===== src/rtl/hsv2rgb_pkg.sv =====
// Package: shared types, constants and arithmetic helpers for the HSV to RGB converter
package hsv2rgb_pkg;

  localparam int unsigned PIX_W = 24;

  localparam logic [7:0]  CH_MAX = 8'd255;
  localparam logic [15:0] CH_MAX_SQ = 16'd65025;

  typedef logic [PIX_W-1:0] pixel_t;

  // Hue sector, named after the colour at its start
  typedef enum logic [2:0] {
    SEC_RED     = 3'd0,
    SEC_YELLOW  = 3'd1,
    SEC_GREEN   = 3'd2,
    SEC_CYAN    = 3'd3,
    SEC_BLUE    = 3'd4,
    SEC_MAGENTA = 3'd5
  } sector_t;

  // Stage 1: sector decoded
  typedef struct packed {
    sector_t    sec;
    logic       grey;
    logic [7:0] frac;
    logic [7:0] sat;
    logic [7:0] val;
  } s1_t;

  // Stage 2: saturation products
  typedef struct packed {
    sector_t     sec;
    logic        grey;
    logic [7:0]  val;
    logic [15:0] sf;
    logic [15:0] skf;
    logic [15:0] pprod;
  } s2_t;

  // Stage 3: value products
  typedef struct packed {
    sector_t     sec;
    logic        grey;
    logic [7:0]  val;
    logic [15:0] pprod;
    logic [23:0] qprod;
    logic [23:0] tprod;
  } s3_t;

  // Stage 4: first quotient estimates
  typedef struct packed {
    sector_t     sec;
    logic        grey;
    logic [7:0]  val;
    logic [7:0]  p;
    logic [23:0] qprod;
    logic [23:0] tprod;
    logic [15:0] qest;
    logic [15:0] test;
  } s4_t;

  // Stage 5: corrected quotients by 255
  typedef struct packed {
    sector_t     sec;
    logic        grey;
    logic [7:0]  val;
    logic [7:0]  p;
    logic [15:0] qdiv;
    logic [15:0] tdiv;
  } s5_t;

  // 255 times the sector number
  function automatic logic [10:0] sec_base(sector_t sec);
    logic [10:0] base;
    unique case (sec)
      SEC_RED:     base = 11'd0;
      SEC_YELLOW:  base = 11'd255;
      SEC_GREEN:   base = 11'd510;
      SEC_CYAN:    base = 11'd765;
      SEC_BLUE:    base = 11'd1020;
      SEC_MAGENTA: base = 11'd1275;
      default:     base = 11'd0;
    endcase
    return base;
  endfunction

  // Exact floor(y / 255) for y up to 65025
  function automatic logic [7:0] div255_16(logic [15:0] y);
    logic [16:0] sum;
    sum = 17'(y) + 17'd1 + 17'(y >> 8);
    return sum[15:8];
  endfunction

  // Lower estimate of floor(x / 255), at most one short, x below 255 * 2^16
  function automatic logic [15:0] div255_est(logic [23:0] x);
    logic [24:0] sum;
    sum = 25'(x) + 25'(x >> 8) + 25'(x >> 16);
    return sum[23:8];
  endfunction

  // Correct the estimate by one where the remainder reaches 255
  function automatic logic [15:0] div255_fix(logic [23:0] x, logic [15:0] est);
    logic [24:0] rem;
    rem = 25'(x) - {1'b0, est, 8'd0} + 25'(est);
    return (rem >= 25'(CH_MAX)) ? est + 16'd1 : est;
  endfunction

endpackage


===== src/rtl/hsv2rgb_if.sv =====
// Interfaces: HSV input stream and RGB result stream with valid/ready
interface hsv2rgb_hsv_if;
  import hsv2rgb_pkg::*;
  logic   valid;
  logic   ready;
  pixel_t hsv_word;
  modport source (output valid, output hsv_word, input ready);
  modport sink   (input valid, input hsv_word, output ready);
endinterface

interface hsv2rgb_rgb_if;
  import hsv2rgb_pkg::*;
  logic   valid;
  logic   ready;
  pixel_t rgb_word;
  modport source (output valid, output rgb_word, input ready);
  modport sink   (input valid, input rgb_word, output ready);
endinterface


===== src/rtl/hsv2rgb_sector.sv =====
// Stage 1: hue sector and in-sector fraction
module hsv2rgb_sector (
  input  logic                clk,
  input  logic                rst_n,
  input  logic                in_valid,
  output logic                in_ready,
  input  hsv2rgb_pkg::pixel_t in_hsv,
  output logic                out_valid,
  input  logic                out_ready,
  output hsv2rgb_pkg::s1_t    out_data
);
  import hsv2rgb_pkg::*;

  logic        valid_r;
  s1_t         data_r;
  s1_t         data_nxt;
  logic [7:0]  hue;
  logic [7:0]  hue_w;
  logic [10:0] six;
  sector_t     sec;

  assign in_ready  = !valid_r || out_ready;
  assign out_valid = valid_r;
  assign out_data  = data_r;

  // Full-turn hue wraps to zero; sector boundaries are ceil(255k/6)
  always_comb begin
    hue   = in_hsv[23:16];
    hue_w = (hue == CH_MAX) ? 8'd0 : hue;
    six   = {1'b0, hue_w, 2'b00} + {2'b00, hue_w, 1'b0};
    priority if (hue_w >= 8'd213) sec = SEC_MAGENTA;
    else if (hue_w >= 8'd170)     sec = SEC_BLUE;
    else if (hue_w >= 8'd128)     sec = SEC_CYAN;
    else if (hue_w >= 8'd85)      sec = SEC_GREEN;
    else if (hue_w >= 8'd43)      sec = SEC_YELLOW;
    else                          sec = SEC_RED;
    data_nxt.sec  = sec;
    data_nxt.frac = 8'(six - sec_base(sec));
    data_nxt.sat  = in_hsv[15:8];
    data_nxt.val  = in_hsv[7:0];
    data_nxt.grey = (in_hsv[15:8] == 8'd0);
  end

  always_ff @(posedge clk) begin
    if (!rst_n) begin
      valid_r <= 1'b0;
    end else if (in_ready) begin
      valid_r <= in_valid;
    end
  end

  always_ff @(posedge clk) begin
    if (in_ready && in_valid) begin
      data_r <= data_nxt;
    end
  end

endmodule


===== src/rtl/hsv2rgb_mul.sv =====
// Stages 2 and 3: saturation products, then value products
module hsv2rgb_mul (
  input  logic             clk,
  input  logic             rst_n,
  input  logic             in_valid,
  output logic             in_ready,
  input  hsv2rgb_pkg::s1_t in_data,
  output logic             out_valid,
  input  logic             out_ready,
  output hsv2rgb_pkg::s3_t out_data
);
  import hsv2rgb_pkg::*;

  logic  s2_valid_r;
  logic  s3_valid_r;
  logic  s3_ready;
  s2_t   s2_r;
  s2_t   s2_nxt;
  s3_t   s3_r;
  s3_t   s3_nxt;
  logic [15:0] qnum;
  logic [15:0] tnum;

  assign s3_ready  = !s3_valid_r || out_ready;
  assign in_ready  = !s2_valid_r || s3_ready;
  assign out_valid = s3_valid_r;
  assign out_data  = s3_r;

  // s*f, s*(255-f) and v*(255-s)
  always_comb begin
    s2_nxt.sec   = in_data.sec;
    s2_nxt.grey  = in_data.grey;
    s2_nxt.val   = in_data.val;
    s2_nxt.sf    = 16'(in_data.sat) * 16'(in_data.frac);
    s2_nxt.skf   = 16'(in_data.sat) * 16'(CH_MAX - in_data.frac);
    s2_nxt.pprod = 16'(in_data.val) * 16'(CH_MAX - in_data.sat);
  end

  // v*(255^2 - s*f) and v*(255^2 - s*(255-f))
  always_comb begin
    qnum         = CH_MAX_SQ - s2_r.sf;
    tnum         = CH_MAX_SQ - s2_r.skf;
    s3_nxt.sec   = s2_r.sec;
    s3_nxt.grey  = s2_r.grey;
    s3_nxt.val   = s2_r.val;
    s3_nxt.pprod = s2_r.pprod;
    s3_nxt.qprod = 24'(s2_r.val) * 24'(qnum);
    s3_nxt.tprod = 24'(s2_r.val) * 24'(tnum);
  end

  always_ff @(posedge clk) begin
    if (!rst_n) begin
      s2_valid_r <= 1'b0;
      s3_valid_r <= 1'b0;
    end else begin
      if (in_ready) s2_valid_r <= in_valid;
      if (s3_ready) s3_valid_r <= s2_valid_r;
    end
  end

  always_ff @(posedge clk) begin
    if (in_ready && in_valid) s2_r <= s2_nxt;
    if (s3_ready && s2_valid_r) s3_r <= s3_nxt;
  end

endmodule


===== src/rtl/hsv2rgb_div.sv =====
// Stages 4 to 6: division by 255 twice, then channel routing
module hsv2rgb_div (
  input  logic                clk,
  input  logic                rst_n,
  input  logic                in_valid,
  output logic                in_ready,
  input  hsv2rgb_pkg::s3_t    in_data,
  output logic                out_valid,
  input  logic                out_ready,
  output hsv2rgb_pkg::pixel_t out_rgb
);
  import hsv2rgb_pkg::*;

  logic   s4_valid_r;
  logic   s5_valid_r;
  logic   s6_valid_r;
  logic   s5_ready;
  logic   s6_ready;
  s4_t    s4_r;
  s4_t    s4_nxt;
  s5_t    s5_r;
  s5_t    s5_nxt;
  pixel_t rgb_r;
  pixel_t rgb_nxt;
  logic [7:0] q;
  logic [7:0] t;
  logic [7:0] red;
  logic [7:0] grn;
  logic [7:0] blu;

  assign s6_ready  = !s6_valid_r || out_ready;
  assign s5_ready  = !s5_valid_r || s6_ready;
  assign in_ready  = !s4_valid_r || s5_ready;
  assign out_valid = s6_valid_r;
  assign out_rgb   = rgb_r;

  // Quotient estimates; p is finished here
  always_comb begin
    s4_nxt.sec   = in_data.sec;
    s4_nxt.grey  = in_data.grey;
    s4_nxt.val   = in_data.val;
    s4_nxt.p     = div255_16(in_data.pprod);
    s4_nxt.qprod = in_data.qprod;
    s4_nxt.tprod = in_data.tprod;
    s4_nxt.qest  = div255_est(in_data.qprod);
    s4_nxt.test  = div255_est(in_data.tprod);
  end

  // Remainder check fixes the estimates
  always_comb begin
    s5_nxt.sec  = s4_r.sec;
    s5_nxt.grey = s4_r.grey;
    s5_nxt.val  = s4_r.val;
    s5_nxt.p    = s4_r.p;
    s5_nxt.qdiv = div255_fix(s4_r.qprod, s4_r.qest);
    s5_nxt.tdiv = div255_fix(s4_r.tprod, s4_r.test);
  end

  // Second division by 255 and routing by sector; grey pixels take the value on all channels
  always_comb begin
    q = div255_16(s5_r.qdiv);
    t = div255_16(s5_r.tdiv);
    unique case (s5_r.sec)
      SEC_RED:     begin red = s5_r.val; grn = t;        blu = s5_r.p;   end
      SEC_YELLOW:  begin red = q;        grn = s5_r.val; blu = s5_r.p;   end
      SEC_GREEN:   begin red = s5_r.p;   grn = s5_r.val; blu = t;        end
      SEC_CYAN:    begin red = s5_r.p;   grn = q;        blu = s5_r.val; end
      SEC_BLUE:    begin red = t;        grn = s5_r.p;   blu = s5_r.val; end
      default:     begin red = s5_r.val; grn = s5_r.p;   blu = q;        end
    endcase
    if (s5_r.grey) begin
      rgb_nxt = {s5_r.val, s5_r.val, s5_r.val};
    end else begin
      rgb_nxt = {red, grn, blu};
    end
  end

  always_ff @(posedge clk) begin
    if (!rst_n) begin
      s4_valid_r <= 1'b0;
      s5_valid_r <= 1'b0;
      s6_valid_r <= 1'b0;
    end else begin
      if (in_ready) s4_valid_r <= in_valid;
      if (s5_ready) s5_valid_r <= s4_valid_r;
      if (s6_ready) s6_valid_r <= s5_valid_r;
    end
  end

  always_ff @(posedge clk) begin
    if (in_ready && in_valid) s4_r <= s4_nxt;
    if (s5_ready && s4_valid_r) s5_r <= s5_nxt;
    if (s6_ready && s5_valid_r) rgb_r <= rgb_nxt;
  end

endmodule


===== src/rtl/hsv_to_rgb_8bit_core.sv =====
// Top level: six-stage pipelined HSV to RGB converter, 8 bits per channel
//
// Usage:
//   in_chan carries one packed HSV pixel per transaction: hue in bits 23:16
//   (255 is a full turn and wraps to 0), saturation in 15:8, value in 7:0.
//   out_chan carries the packed RGB pixel: red 23:16, green 15:8, blue 7:0.
//   Both channels use valid/ready; a transaction completes when both are high.
// Timing:
//   The result is registered in the last stage. One pixel per clock is
//   sustained while the receiver keeps taking results. The six register
//   stages are: sector decode, saturation products, value products,
//   quotient estimate, quotient correction, final divide by 255 and
//   channel routing.
// Reset and stall:
//   Synchronous active-low reset clears every stage's valid bit; no pixel is
//   in flight afterwards. Each stage holds its data while the stage after it
//   is full and stalled, so a stalled receiver fills the pipeline stage by
//   stage before in_chan.ready falls; nothing is dropped or repeated.
module hsv_to_rgb_8bit_core (
  input  logic                 clk,
  input  logic                 rst_n,
  hsv2rgb_hsv_if.sink          in_chan,
  hsv2rgb_rgb_if.source        out_chan
);
  import hsv2rgb_pkg::*;

  logic s1_valid;
  logic s1_ready;
  s1_t  s1_data;
  logic s3_valid;
  logic s3_ready;
  s3_t  s3_data;

  // Stage 1
  hsv2rgb_sector u_sector (
    .clk       (clk),
    .rst_n     (rst_n),
    .in_valid  (in_chan.valid),
    .in_ready  (in_chan.ready),
    .in_hsv    (in_chan.hsv_word),
    .out_valid (s1_valid),
    .out_ready (s1_ready),
    .out_data  (s1_data)
  );

  // Stages 2 and 3
  hsv2rgb_mul u_mul (
    .clk       (clk),
    .rst_n     (rst_n),
    .in_valid  (s1_valid),
    .in_ready  (s1_ready),
    .in_data   (s1_data),
    .out_valid (s3_valid),
    .out_ready (s3_ready),
    .out_data  (s3_data)
  );

  // Stages 4 to 6
  hsv2rgb_div u_div (
    .clk       (clk),
    .rst_n     (rst_n),
    .in_valid  (s3_valid),
    .in_ready  (s3_ready),
    .in_data   (s3_data),
    .out_valid (out_chan.valid),
    .out_ready (out_chan.ready),
    .out_rgb   (out_chan.rgb_word)
  );

endmodule


===== src/flat_wrapper.sv =====
// flat-port wrapper written by rule: the top's interface ports become plain ports
module hsv_to_rgb_8bit_core_flat import hsv2rgb_pkg::*;
  (clk, rst_n, in_chan_valid, in_chan_hsv_word, in_chan_ready, out_chan_valid, out_chan_rgb_word, out_chan_ready);
  hsv2rgb_hsv_if in_chan_i ();
  hsv2rgb_rgb_if out_chan_i ();
  input  logic clk;
  input  logic rst_n;
  input wire logic [$bits(in_chan_i.valid)-1:0] in_chan_valid;
  input wire logic [$bits(in_chan_i.hsv_word)-1:0] in_chan_hsv_word;
  output wire logic [$bits(in_chan_i.ready)-1:0] in_chan_ready;
  output wire logic [$bits(out_chan_i.valid)-1:0] out_chan_valid;
  output wire logic [$bits(out_chan_i.rgb_word)-1:0] out_chan_rgb_word;
  input wire logic [$bits(out_chan_i.ready)-1:0] out_chan_ready;
  assign in_chan_i.valid = in_chan_valid;
  assign in_chan_i.hsv_word = in_chan_hsv_word;
  assign in_chan_ready = in_chan_i.ready;
  assign out_chan_valid = out_chan_i.valid;
  assign out_chan_rgb_word = out_chan_i.rgb_word;
  assign out_chan_i.ready = out_chan_ready;
  hsv_to_rgb_8bit_core u_core (.clk(clk), .rst_n(rst_n), .in_chan(in_chan_i), .out_chan(out_chan_i));
endmodule

===== config.mk =====
export PLATFORM = sky130hd
export DESIGN_NAME = hsv_to_rgb_8bit_core_flat
export DESIGN_NICKNAME = d
export VERILOG_FILES = /design/src/rtl/hsv2rgb_pkg.sv /design/src/rtl/hsv2rgb_if.sv /design/src/rtl/hsv2rgb_sector.sv /design/src/rtl/hsv2rgb_mul.sv /design/src/rtl/hsv2rgb_div.sv /design/src/rtl/hsv_to_rgb_8bit_core.sv /design/src/flat_wrapper.sv
export SDC_FILE = /design/constraint.sdc
export NUM_CORES = 2
export LEC_CHECK = 0
export ABC_CLOCK_PERIOD_IN_PS = 17000
export BUFFER_PORTS_ARGS = -buffer_cell sky130_fd_sc_hd__buf_2
export CORE_UTILIZATION = 58
export DETAILED_ROUTE_END_ITERATION = 8
export HOLD_SLACK_MARGIN = 0.08
export PLACE_DENSITY = 0.74
export SYNTH_ARGS = -nofsm -noshare
export SYNTH_HDL_FRONTEND = slang
export SYNTH_SLANG_ARGS = --single-unit

===== constraint.sdc =====
create_clock -name clk -period 17 [get_ports clk]
set_input_delay 2.55 -clock clk [delete_from_list [all_inputs] [get_ports clk]]
set_output_delay 2.55 -clock clk [all_outputs]
set_load 0.005 [all_outputs]

# Yosys cells after proc, flatten, opt, wreduce, memory -nomap -nowiden

Index checks and enable logic that the tools add are counted.

Register bits after elaboration: 346
Bits of input ports: 28
Output and inout port bits: 26
Word-level logic and storage cells: 119

Add/subtract/negate cells: 22
$mul: 5
$lt $le $gt $ge: 7
Eq/ne operators: 10
Muxes and demuxes: 13
Reduce and logical (&&, ||, !) cells: 24

Operators with widths:

| kind                                                                                  | count |
|---|---|
| 16-bit by 1-bit adder with 16-bit output (second input constant)                      | 5 |
| 8-bit case mux with 3 select lines                                                    | 3 |
| 25-bit by 16-bit adder with 25-bit output                                             | 2 |
| 25-bit by 8-bit greater-or-equal comparator with 1-bit output (second input constant) | 2 |
| 24-bit by 24-bit subtractor with 25-bit output                                        | 2 |
| 16-bit by 8-bit adder with 16-bit output                                              | 3 |
| 24-bit by 16-bit adder with 24-bit output                                             | 2 |
| 24-bit by 8-bit adder with 24-bit output                                              | 2 |
| 8-bit by 16-bit multiplier with 24-bit output                                         | 2 |
| 8-bit case mux with 5 select lines                                                    | 1 |
| 9-bit by 9-bit multiplier with 16-bit output                                          | 2 |
| 16-bit 2-to-1 mux                                                                     | 2 |
| 16-bit subtractor (first input constant)                                              | 2 |
| 8-bit greater-or-equal comparator (second input constant)                             | 3 |
| 24-bit 2-to-1 mux                                                                     | 1 |
| 8-bit by 8-bit subtractor with 9-bit output (first input constant)                    | 2 |
| 8-bit by 8-bit multiplier with 16-bit output                                          | 1 |
| 3-bit by 2-bit equality test with 1-bit output (second input constant)                | 4 |
| 3-bit equality test (second input constant)                                           | 3 |
| 8-bit adder                                                                           | 1 |
| 8-bit equality test (second input constant)                                           | 1 |
| 8-bit by 6-bit greater-or-equal comparator with 1-bit output (second input constant)  | 1 |
| 8-bit by 7-bit greater-or-equal comparator with 1-bit output (second input constant)  | 1 |
| 8-bit logical NOT                                                                     | 1 |
| other kinds (11)                                                                      | 32 |

# Logic depth before layout (Yosys ltp)

Depth in word-level cells: 11
Depth in mapped cells: 23
Depth with buffers taken out: 23

# Hierarchy

A second synthesis with hierarchy kept.

Cells, all modules: 3431
Area, all modules: 34623.2 µm²

By module, submodules not included:

| module         | instances | cells each | area an instance (µm²) | seq. area each (µm²) |
|---|---|---|---|---|
| hsv2rgb_mul    | 1         | 1939       | 19328.5                | 4124.0 |
| hsv2rgb_div    | 1         | 1375       | 13739.4                | 5345.1 |
| hsv2rgb_sector | 1         | 117        | 1555.2                 | 860.8 |

# Least setup slack after synthesis

No wires, ideal clock.

Path kind: in2reg
Start point: input port out_chan_ready
End point: register u_core.u_mul.s2_r[0] (netlist name) (enable)
Library setup time: 569 ps
Data arrival time: 7434 ps
Data required time: 16431 ps
Slack: 8997 ps
Stages on the path: 4
Buffers on the path: 0
Cells stage by stage: nor2b_1 > and3_1 > and2_0 > a21boi_0

Word-level cells in the longest chain between the ends: 6

RTL lines:

| element              | line               | RTL |
|---|---|---|
| from (decl)          | flat_wrapper.sv:13 | `input wire logic [$bits(out_chan_i.ready)-1:0] out_chan_ready;` |
| 1-bit logical OR     | hsv2rgb_div.sv:31  | `assign s6_ready = !s6_valid_r \|\| out_ready;` |
| 1-bit logical OR     | hsv2rgb_div.sv:32  | `assign s5_ready = !s5_valid_r \|\| s6_ready;` |
| 1-bit logical OR     | hsv2rgb_div.sv:33  | `assign in_ready = !s4_valid_r \|\| s5_ready;` |
| 1-bit logical OR     | hsv2rgb_mul.sv:24  | `assign s3_ready = !s3_valid_r \|\| out_ready;` |
| 1-bit logical OR     | hsv2rgb_mul.sv:25  | `assign in_ready = !s2_valid_r \|\| s3_ready;` |
| 1-bit logical AND    | hsv2rgb_mul.sv:62  | `if (in_ready && in_valid) s2_r <= s2_nxt;` |
| to (signal assigned) | hsv2rgb_mul.sv:62  |  |
| to (decl)            | hsv2rgb_mul.sv:17  | `s2_t s2_r;` |

Every way passes these cells.
A chain may end at the register's enable or synchronous reset.

# Final worst setup path

Start point: input port out_chan_ready
End point: output port in_chan_ready

Word-level cells in the longest chain between the ends: 6

RTL lines:

| element          | line                 | RTL |
|---|---|---|
| 1-bit logical OR | hsv2rgb_div.sv:31    |  |
| 1-bit logical OR | hsv2rgb_div.sv:32    |  |
| 1-bit logical OR | hsv2rgb_div.sv:33    |  |
| 1-bit logical OR | hsv2rgb_mul.sv:24    |  |
| 1-bit logical OR | hsv2rgb_mul.sv:25    |  |
| 1-bit logical OR | hsv2rgb_sector.sv:22 | `assign in_ready = !valid_r \|\| out_ready;` |
| to (decl)        | flat_wrapper.sv:10   | `output wire logic [$bits(in_chan_i.ready)-1:0] in_chan_ready;` |

Every way passes these cells.

==> out/summary.log <==
INFO  synthesis      syn_nets=3,949
INFO  detailed_routing wl_per_cell=16.8um
INFO  synthesis      post-synth-top-area-cell=edfxtp_1
INFO  clock_network  path_clk_slew=50ps
INFO  die            initial_core_util=58.8%
INFO  timing         setup_viol=0
INFO  placed_design  place.detailed.hpwl=52,700um
INFO  synthesis      synth-seq-cells=346
INFO  die            die_h=241um
INFO  critical_path  path_cells=buf_2, nor2b_1, and3_1, and2_0, nand3_1, buf_2
INFO  timing         timing.final.crit_period=6730ps
INFO  timing         clock-skew-final=19.8ps
INFO  placed_design  gp_routability_congestion=0.884
INFO  detailed_routing drtPass1Iterations=5
INFO  clock_network  clock_sink_count=346
INFO  global_routing grt_first_pass_wirelength=115,000um
INFO  critical_path  critPathRequiredTime=14,450ps
INFO  critical_path  critPathBufInv=2
INFO  synthesis      seq_area_frac_synth=31.1%
INFO  synthesis      netlist_top_cells_area=edfxtp_1 31%, fa_1 19%, ha_1 13%
INFO  synthesis      postSynthAreaPerCell=10.2um2
INFO  clock_network  cts_post_setup_buffers_inserted=0
INFO  critical_path  timing.setup.critical_path_class=in2out
INFO  synthesis      synth-edff-count=340
INFO  detailed_routing detailedRoute.firstIterationViolations=1,557
INFO  detailed_routing routed_wirelength=68,300um
INFO  clock_network  cts_inserted_buffers=40
INFO  clock_network  clkLatencyLatePin=560ps
INFO  global_routing overflow=0
INFO  global_routing via_count_of_the_first_global_routing_pass=23.7k
INFO  final_layout   area_growth=7.31%
INFO  timing         finalCritPeriodShare=39.6%
INFO  critical_path  cell_family_with_the_largest_share_of_critical_path_delay=simple AND/OR/NAND/NOR gates
INFO  timing         final_max_slew_viol_count=0
INFO  critical_path  worst_setup_path_end_kind=primary output
INFO  die            core_area=0.0565mm2
INFO  timing         timing.hold.ws=415ps
INFO  die            ioPinCount=54
INFO  timing         fmax=148MHz
INFO  synthesis      synth_adder_area_share=32.4%
INFO  placed_design  io_buffers=53
INFO  timing         setup_tns=0ps
INFO  synthesis      synth-compound-area-share=9.02%
INFO  clock_network  cts.hold.buffers_added=0
INFO  hold_path      worstHoldPathType=reg2reg
INFO  critical_path  path_max_fanout=6
INFO  final_layout   final_design_area_no_fill=0.0357mm2
INFO  synthesis      synth_cell_type_count=76
INFO  run_status     run_status=complete, no violations
INFO  final_layout   finish.cell_count_without_fillers=4,072
INFO  clock_network  clock_tree.buffer_depth=3
INFO  synthesis      most_used_flip_flop_cell_after_synthesis=edfxtp_1
INFO  global_routing track_usage=24.5%
INFO  timing         finalHoldViolations=0
INFO  clock_network  cts_tree=done
INFO  synthesis      synth_top_family_by_area=adder cells
INFO  synthesis      post_synth_most_frequent_cells=537 x inv_1, 358 x ha_1, 340 x edfxtp_1
INFO  synthesis      synthXorXnorAreaFrac=5.14%
INFO  detailed_routing num_vias=23.0k
INFO  synthesis      netlist_area=0.0332mm2
INFO  global_routing number_of_antenna_violations_at_the_first_check_in_global_routing=0
INFO  placed_design  placed_cells=4,001
INFO  critical_path  worstPathArrival=4180ps
INFO  placed_design  placedInstanceArea=0.0343mm2
INFO  final_layout   final_antenna_diode_count=0
INFO  synthesis      muxShareOfSynthArea=0.248%
INFO  critical_path  worstSetupStartpointType=primary input
INFO  detailed_routing vias_per_cell=5.64
INFO  synthesis      yosysTopAreaCellShare=30.7%
INFO  die            die_area=0.0583mm2
INFO  clock_network  root_buffer=clkbuf_16
INFO  clock_network  ctsResizeCount=0
INFO  critical_path  crit_path_max_incr_delay=530ps
INFO  final_layout   proportion_of_layout_cells_with_a_drive_suffix_above_1=4.92%
INFO  global_routing largest_net_degree_at_the_start_of_global_routing=86
INFO  die            die_w=241um
INFO  detailed_routing drcViolationCount=0
INFO  die            fp-row-count=87
INFO  clock_network  h-tree-depth=2
INFO  critical_path  cpMaxStageDelayCell=and2_0
INFO  run            cap_violations=0
INFO  timing         worst_slew_pin_slew=1050ps
INFO  synthesis      share_of_flip_flops_with_an_asynchronous_set_or_reset=0%
INFO  synthesis      post-synth-top-count-cell=inv_1
INFO  timing         rsz0062_at_grt=no
INFO  synthesis      synth_simple_gate_area_share=15.2%
INFO  synthesis      yosys_warnings=0
INFO  timing         timing.slew.headroom=30.3%
INFO  synthesis      netlist_instances=3,249
INFO  detailed_routing postRouteAntennaNets=0
INFO  critical_path  cell_with_the_most_instances_on_the_worst_path=buf_2
INFO  final_layout   nets=3,987
## worst paths after layout
path / startpoint / end / slack [ps] / depth (start not counted)
setup reg to reg: u_core.u_mul.s2_r[33] / u_core.u_mul.out_data[46] / 10460 / 22
hold reg to reg: u_core.u_sector.out_data[27] / u_core.u_mul.s2_r[59] / 420 / 0
setup / recovery: out_chan_ready / in_chan_ready / 10270 / 6
hold / removal: u_core.u_sector.out_data[27] / u_core.u_mul.s2_r[59] / 420 / 0
## routing by layer
layer / part of all wire, % / up-vias / global-route usage, %
met5: 0 / - / 0
met4: 2.3 / 0 / 7.02
met3: 4.3 / 128 / 2.53
met2: 49 / 601 / 43.0
met1: 44 / 11285 / 32.2
li1: - / 10938 / -
## sequential cells by signal, summed over array words and instances (netlist names)
name	count
u_core.u_div.s4_valid_r	1
u_core.u_sector.out_valid	1
u_core.u_sector.out_data	28
u_core.u_mul.s2_valid_r	1
u_core.u_div.s5_valid_r	1
u_core.u_div.s4_r	100
u_core.u_div.out_rgb	24
u_core.u_div.s5_r	52
u_core.u_mul.out_data	76
u_core.u_mul.out_valid	1
u_core.u_div.out_valid	1
u_core.u_mul.s2_r	60
## stage by stage
step / worst slack [ps] / util, %
after global placement: 10360 / 60.8
after CTS: 10270 / 63.1
after global routing: 10090 / 63.1
after floorplan: 9000 / -
final: 10270 / 63.1
after detailed placement: 10300 / 60.8
## worst register-to-register path: cells and delay by family, from the launching register on
family | cells | cell delay (ps)
and+or+nand+nor | 3 | 390
xor gates and xnor gates | 2 | 590
DFF | 1 | 610
adders and majority gates | 6 | 2580
AOI/OAI and AO/OA | 7 | 1870
buffers and inverters | 4 | 240
## layout by cell type (no fill, tap or decap), types with 9 or more instances in the layout
| master | netlist | final |
|---|---|---|
| edfxtp_1 | 340 | 340 |
| nand4_1 | 27 | 27 |
| a21boi_0 | 16 | 14 |
| or3_1 | 13 | 13 |
| a21o_1 | 30 | 30 |
| xnor2_1 | 143 | 143 |
| or4_1 | 10 | 10 |
| clkbuf_16 | 0 | 42 |
| nand2_1 | 263 | 263 |
| inv_1 | 537 | 537 |
| nand3_1 | 51 | 51 |
| fa_1 | 314 | 314 |
| nor2_1 | 121 | 121 |
| or2_2 | 10 | 10 |
| o21a_1 | 50 | 50 |
| xor2_1 | 52 | 52 |
| a31oi_1 | 13 | 12 |
| nand2b_1 | 79 | 79 |
| buf_4 | 2 | 16 |
| ha_1 | 358 | 358 |
| a211oi_1 | 24 | 24 |
| nor4_1 | 9 | 9 |
| nor3_1 | 56 | 56 |
| and2_1 | 166 | 166 |
| a21oi_1 | 109 | 109 |
| o21ai_0 | 81 | 81 |
| clkinv_2 | 0 | 10 |
| o211ai_1 | 12 | 12 |
| buf_2 | 0 | 53 |
| o31ai_1 | 14 | 14 |
| o22ai_1 | 13 | 13 |
| o2111ai_1 | 10 | 10 |
| and3_1 | 28 | 28 |
| nor2b_1 | 116 | 113 |
## final cells by class
cell class	instances	area (um2)
clock buffers	42	1050
clock inverters	29	282
fillers	4452	20800
inverters	539	2020
multi-input cells	2291	20600
flip-flops and latches	346	10300
well taps	756	946
repair buffers	69	385
## logic make-up after synthesis
family / Yosys count
mux: 8
simple gates: 970
xor+xnor: 195
buf+inv: 612
flops: 346
fa+ha+maj: 672
compound gates: 446
Power is left out: the tool's default activity adds up to more than one toggle a clock period on the data nets, which glitch-free logic cannot reach.
